===== src/rtl/core/os_pkg.sv =====
// Package for the order statistic set: shared constants, command and status
// codes, controller states and the per-cell control bundle.
// Depends on nothing; every other file of the block uses it.
package os_pkg;

  localparam int CAPACITY_DEF = 1024;
  localparam int KEY_BITS_DEF = 32;
  localparam int RANK_W       = 10;

  typedef enum logic {
    CMD_INSERT = 1'b0,
    CMD_REMOVE = 1'b1
  } cmd_t;

  typedef enum logic [1:0] {
    ST_OK   = 2'd0,
    ST_DUP  = 2'd1,
    ST_FULL = 2'd2,
    ST_RANK = 2'd3
  } status_t;

  typedef enum logic {
    S_IDLE = 1'b0,
    S_EVAL = 1'b1
  } state_t;

  // Broadcast to every cell of the chain.
  typedef struct packed {
    logic capture;  // register compare flags against the broadcast key and rank
    logic insert;   // open a slot at the insert point, shifting toward the tail
    logic remove;   // close the slot at the rank, shifting toward the head
  } cell_ctl_t;

endpackage


===== src/rtl/core/os_cell.sv =====
// One slot of the sorted key chain: holds a key, compares it with the broadcast
// key and rank, and takes a neighbor's key when the chain shifts. Uses os_pkg.
module os_cell #(
  parameter int KEY_W = os_pkg::KEY_BITS_DEF,
  parameter int IDX_W = os_pkg::RANK_W,
  parameter int IDX   = 0
) (
  input  logic                      clk,
  input  logic                      rst_n,
  input  os_pkg::cell_ctl_t         ctl,
  input  logic signed [KEY_W-1:0]   key_in,
  input  logic [os_pkg::RANK_W-1:0] rank_in,
  input  logic [IDX_W:0]            occ_in,
  input  logic signed [KEY_W-1:0]   left_key,
  input  logic                      left_ge,
  input  logic signed [KEY_W-1:0]   right_key,
  output logic signed [KEY_W-1:0]   key_r,
  output logic                      ge_r,
  output logic                      eq_r,
  output logic                      rsel_r
);
  import os_pkg::*;

  localparam logic [IDX_W:0] MY_IDX = (IDX_W + 1)'(IDX);

  logic                    live;
  logic [IDX_W:0]          rank_ext;
  logic                    rge_r;
  logic signed [KEY_W-1:0] key_nxt;

  // Only slots below the occupancy hold a meaningful key.
  assign live     = MY_IDX < occ_in;
  assign rank_ext = (IDX_W + 1)'(rank_in);

  always_comb begin
    key_nxt = key_r;
    if (ctl.insert && !ge_r) begin
      key_nxt = left_ge ? key_in : left_key;
    end else if (ctl.remove && rge_r) begin
      key_nxt = right_key;
    end
  end

  always_ff @(posedge clk) begin
    key_r <= key_nxt;
  end

  always_ff @(posedge clk) begin
    if (!rst_n) begin
      ge_r   <= 1'b0;
      eq_r   <= 1'b0;
      rsel_r <= 1'b0;
      rge_r  <= 1'b0;
    end else if (ctl.capture) begin
      ge_r   <= live && (key_r >= key_in);
      eq_r   <= live && (key_r == key_in);
      rsel_r <= MY_IDX == rank_ext;
      rge_r  <= MY_IDX >= rank_ext;
    end
  end

endmodule


===== config.mk =====
export PLATFORM = sky130hd
export DESIGN_NAME = os_cell
export DESIGN_NICKNAME = d
export VERILOG_FILES = /design/src/rtl/core/os_pkg.sv /design/src/rtl/core/os_cell.sv
export SDC_FILE = /design/constraint.sdc
export NUM_CORES = 1
export LEC_CHECK = 0
export ABC_AREA = 0
export BUFFER_PORTS_ARGS = -buffer_cell sky130_fd_sc_hd__buf_2
export CAP_MARGIN = 10
export CORE_ASPECT_RATIO = 0.5
export CORE_MARGIN = 1
export CORE_UTILIZATION = 35
export CTS_CLUSTER_DIAMETER = 50
export DETAILED_ROUTE_END_ITERATION = 16
export GPL_TIMING_DRIVEN = 0
export PLACE_DENSITY = 0.67
export SLEW_MARGIN = 30
export SYNTH_ARGS = -nofsm -noshare
export SYNTH_HDL_FRONTEND = slang
export SYNTH_SLANG_ARGS = --single-unit

===== constraint.sdc =====
create_clock -name clk -period 3.55 [get_ports clk]
set_input_delay 0.5325 -clock clk [delete_from_list [all_inputs] [get_ports clk]]
set_output_delay 0.5325 -clock clk [all_outputs]
set_load 0.02 [all_outputs]

==> results.cfg <==
[run_status]
status = completed

[synthesis]
synth_cell_types = 29
synth_area_per_cell_um2 = 9.42
synth-async-reset-ratio = 0
synth_cells = 279
ys_ff_latch = 36
yosys.area.top_type = edfxtp_1
yosysSeqAreaShare = 0.396
syn_area_um2 = 2630
synth_area_leaders = edfxtp_1, ha_1, mux2i_1, o21ai_0, nand2_1
synth_top_flop_cell = edfxtp_1
synth-edff-count = 32
synth_top_area_share = 0.366
synth_nets = 434
yosys_warnings = 0

[floorplanning]
rows = 21
initial_core_util = 0.378
die_w_um = 125
core_um2 = 6960
die_h_um = 63.3
ios = 158
die_area_um2 = 7880

[clock_tree]
clkTransAtPathRegs_ns = 0.06
clock-sinks = 36
cts_buffers = 5
cts_htree_levels = 2
cts_resized = 0
insertion_delay_ns = 0.28
cts_setup_buffers = 0
cts_root_buffer = clkbuf_16
cts_buffer_depth = 2
cts_tree = yes
hold_buffers = 0

[sta]
drv_slew = 0
timing.final.crit_share = 0.606
clock_skew_ns = 0.00377
rsz0062_at_grt = no
min_period_ns = 2.15
final_hold_viol_count = 0
tightest_slew_ns = 0.602
setup_viol = 0
max-slew-margin-rel = 0.588
final.setup.tns_ns = 0
setup_ws_ns = 1.40
max_freq_mhz = 465

[detailed_routing]
via_per_inst = 4.80
ant_nets = 0
drt_iter0_markers = 97
dr.pass1.iters = 4
num_vias = 2574
routedWlPerCell_um = 13.7
drt-total-wl_um = 7350
drc = 0

[global_route]
met2_usage = 0.339
first_global_vias = 2639
globalRouteOverflowTotal = 0
grt_pass1_wl_um = 12300
antenna_found_initial = 0
busiest_layer = met2
grt_max_degree = 25
grtUsageTotal = 0.195
use_met3 = 0.0467
use_met1 = 0.246

[min_path]
hold_path_class = register to register
hold_end = rge_r
whs_path_depth = 2
hp-start = rge_r

[critical_path]
crit_arrival_ns = 2.18
crit_path_end_kind = register
cp.required_ns = 3.58
reg2reg_slack_ns = 1.40
r2r_start = ge_r
regToRegEndpoint = key_r[15]
worstSetupPathType = register to register
rr_worst_depth = 5
cp_max_fo = 24
crit_path_start_kind = register

[power]
p_per_area_nw_per_um2 = 408
power_frac_seq = 0.363
clockPowerShare = 0.355
intPower_uw = 1080
switchingPower_uw = 447
sw_frac_of_total = 0.293
combinationalPowerShare = 0.282
vdd_drop_max_mv = 0.239
leakagePower_uw = 0.00195

[cells_and_area]
drive_gt1_frac = 0.381
layout.cells.non_filler = 536
nNetsFinal = 598
antenna_cells = 0
syn_to_final_growth_pct = 41.9

[placed_design]
place_ws_ns = 1.18
dp_hpwl_um = 5980
io_buffers = 156
place.gp.congestion = 0.731
place_inst = 528

[job]
maxCapViolations = 0
Yosys cell counts, types with 2 or more instances:
| master | count |
|---|---|
| o21ai_0 | 35 |
| nor3_1 | 2 |
| dfxtp_1 | 4 |
| and3_1 | 2 |
| a2111oi_0 | 2 |
| nand4_1 | 9 |
| a21o_1 | 3 |
| nor2_1 | 2 |
| clkbuf_1 | 8 |
| a21oi_1 | 12 |
| a221o_1 | 2 |
| nand2_1 | 40 |
| edfxtp_1 | 32 |
| a21boi_0 | 2 |
| buf_2 | 3 |
| nor2b_1 | 3 |
| inv_1 | 33 |
| ha_1 | 32 |
| nand3_1 | 6 |
| nor4_1 | 7 |
| mux2i_1 | 32 |
power by group through the flow:
stage | Combinational [µW] | Sequential [µW] | Clock, µW
6_report | 429 | 554 | 541
5_1_grt | 486 | 559 | 574
4_1_cts | 436 | 554 | 553
3_5_place_dp | 433 | 561 | 0
3_3_place_gp | 421 | 562 | 0
2_1_floorplan | 190 | 620 | 0
sequential cells by signal, indices dropped and copies added, names as in the netlist:
name / flops
eq_r: 1
ge_r: 1
key_r: 32
rge_r: 1
rsel_r: 1
layout by cell type, fill, tap and decap left out:
master / instances
nand2_1: 39
a21oi_1: 12
clkbuf_16: 5
nand3b_1: 1
nor3_1: 2
clkbuf_1: 8
o21a_1: 1
or4_1: 1
and3_1: 2
o311ai_0: 1
ha_1: 32
mux2i_1: 32
a2111oi_0: 2
dfxtp_1: 4
o21ai_0: 35
a21boi_0: 2
nand2_2: 1
nand2b_1: 1
clkbuf_8: 2
buf_2: 159
o31ai_1: 1
nor2b_1: 3
inv_1: 33
buf_12: 1
a21o_1: 3
edfxtp_1: 32
bufinv_16: 1
nor2_1: 2
nand4_1: 9
nor4_1: 7
a31oi_1: 1
a221o_1: 2
o211ai_1: 1
nand3_1: 6
routing by layer:
layer | part of all wire | routed length, µm
met1 | 0.46 | 3410
met3 | 0.046 | 338
met4 | 0.0037 | 27
met5 | 0 | 0
met2 | 0.49 | 3580
stage by stage:
step	total power, µW	hold WS, ns	util	instance area (µm²)
2_1_floorplan	810	0.444	-	2630
3_3_place_gp	984	0.453	0.506	3520
3_5_place_dp	994	0.456	0.509	3550
4_1_cts	1540	0.464	0.536	3730
5_1_grt	1620	0.490	0.536	3730
6_report	1520	0.460	0.536	3730
cell families after synthesis:
family | share of synthesized area
buf+inv | 0.0643
compound gates | 0.132
simple gates | 0.133
flops | 0.396
mux | 0.122
fa+ha+maj | 0.152
worst max path at each step:
stage	slack [ns]	cells past startpoint	startpoint	to
6_report	1.40	5	ge_r	key_r[15]
5_1_grt	1.18	5	ge_r	key_r[15]
4_1_cts	1.36	5	ge_r	key_r[7]
3_5_place_dp	1.18	6	ctl[1]	key_r[7]
3_3_place_gp	0.35	5	ctl[1]	key_r[7]
2_1_floorplan	1.34	4	ctl[1]	key_r[0]
layout make-up:
type                       count  area (µm²)
clock inverter                 1        30.0
multi-input combinational    199        1420
fill                         655        3230
sequential                    36        1040
timing repair buffer         157         801
buffer                        11        45.0
tap                           92         115
inverter                      33         124
clock buffer                   7         153
critical path, stage by stage (launching register included):
cell	delay (ns)
dfxtp_1	0.38
nand2b_1	0.15
clkbuf_1	0.36
clkbuf_1	0.46
nand2_2	0.29
buf_12	0.25
Note: power is estimated with default switching activity, not from simulation.
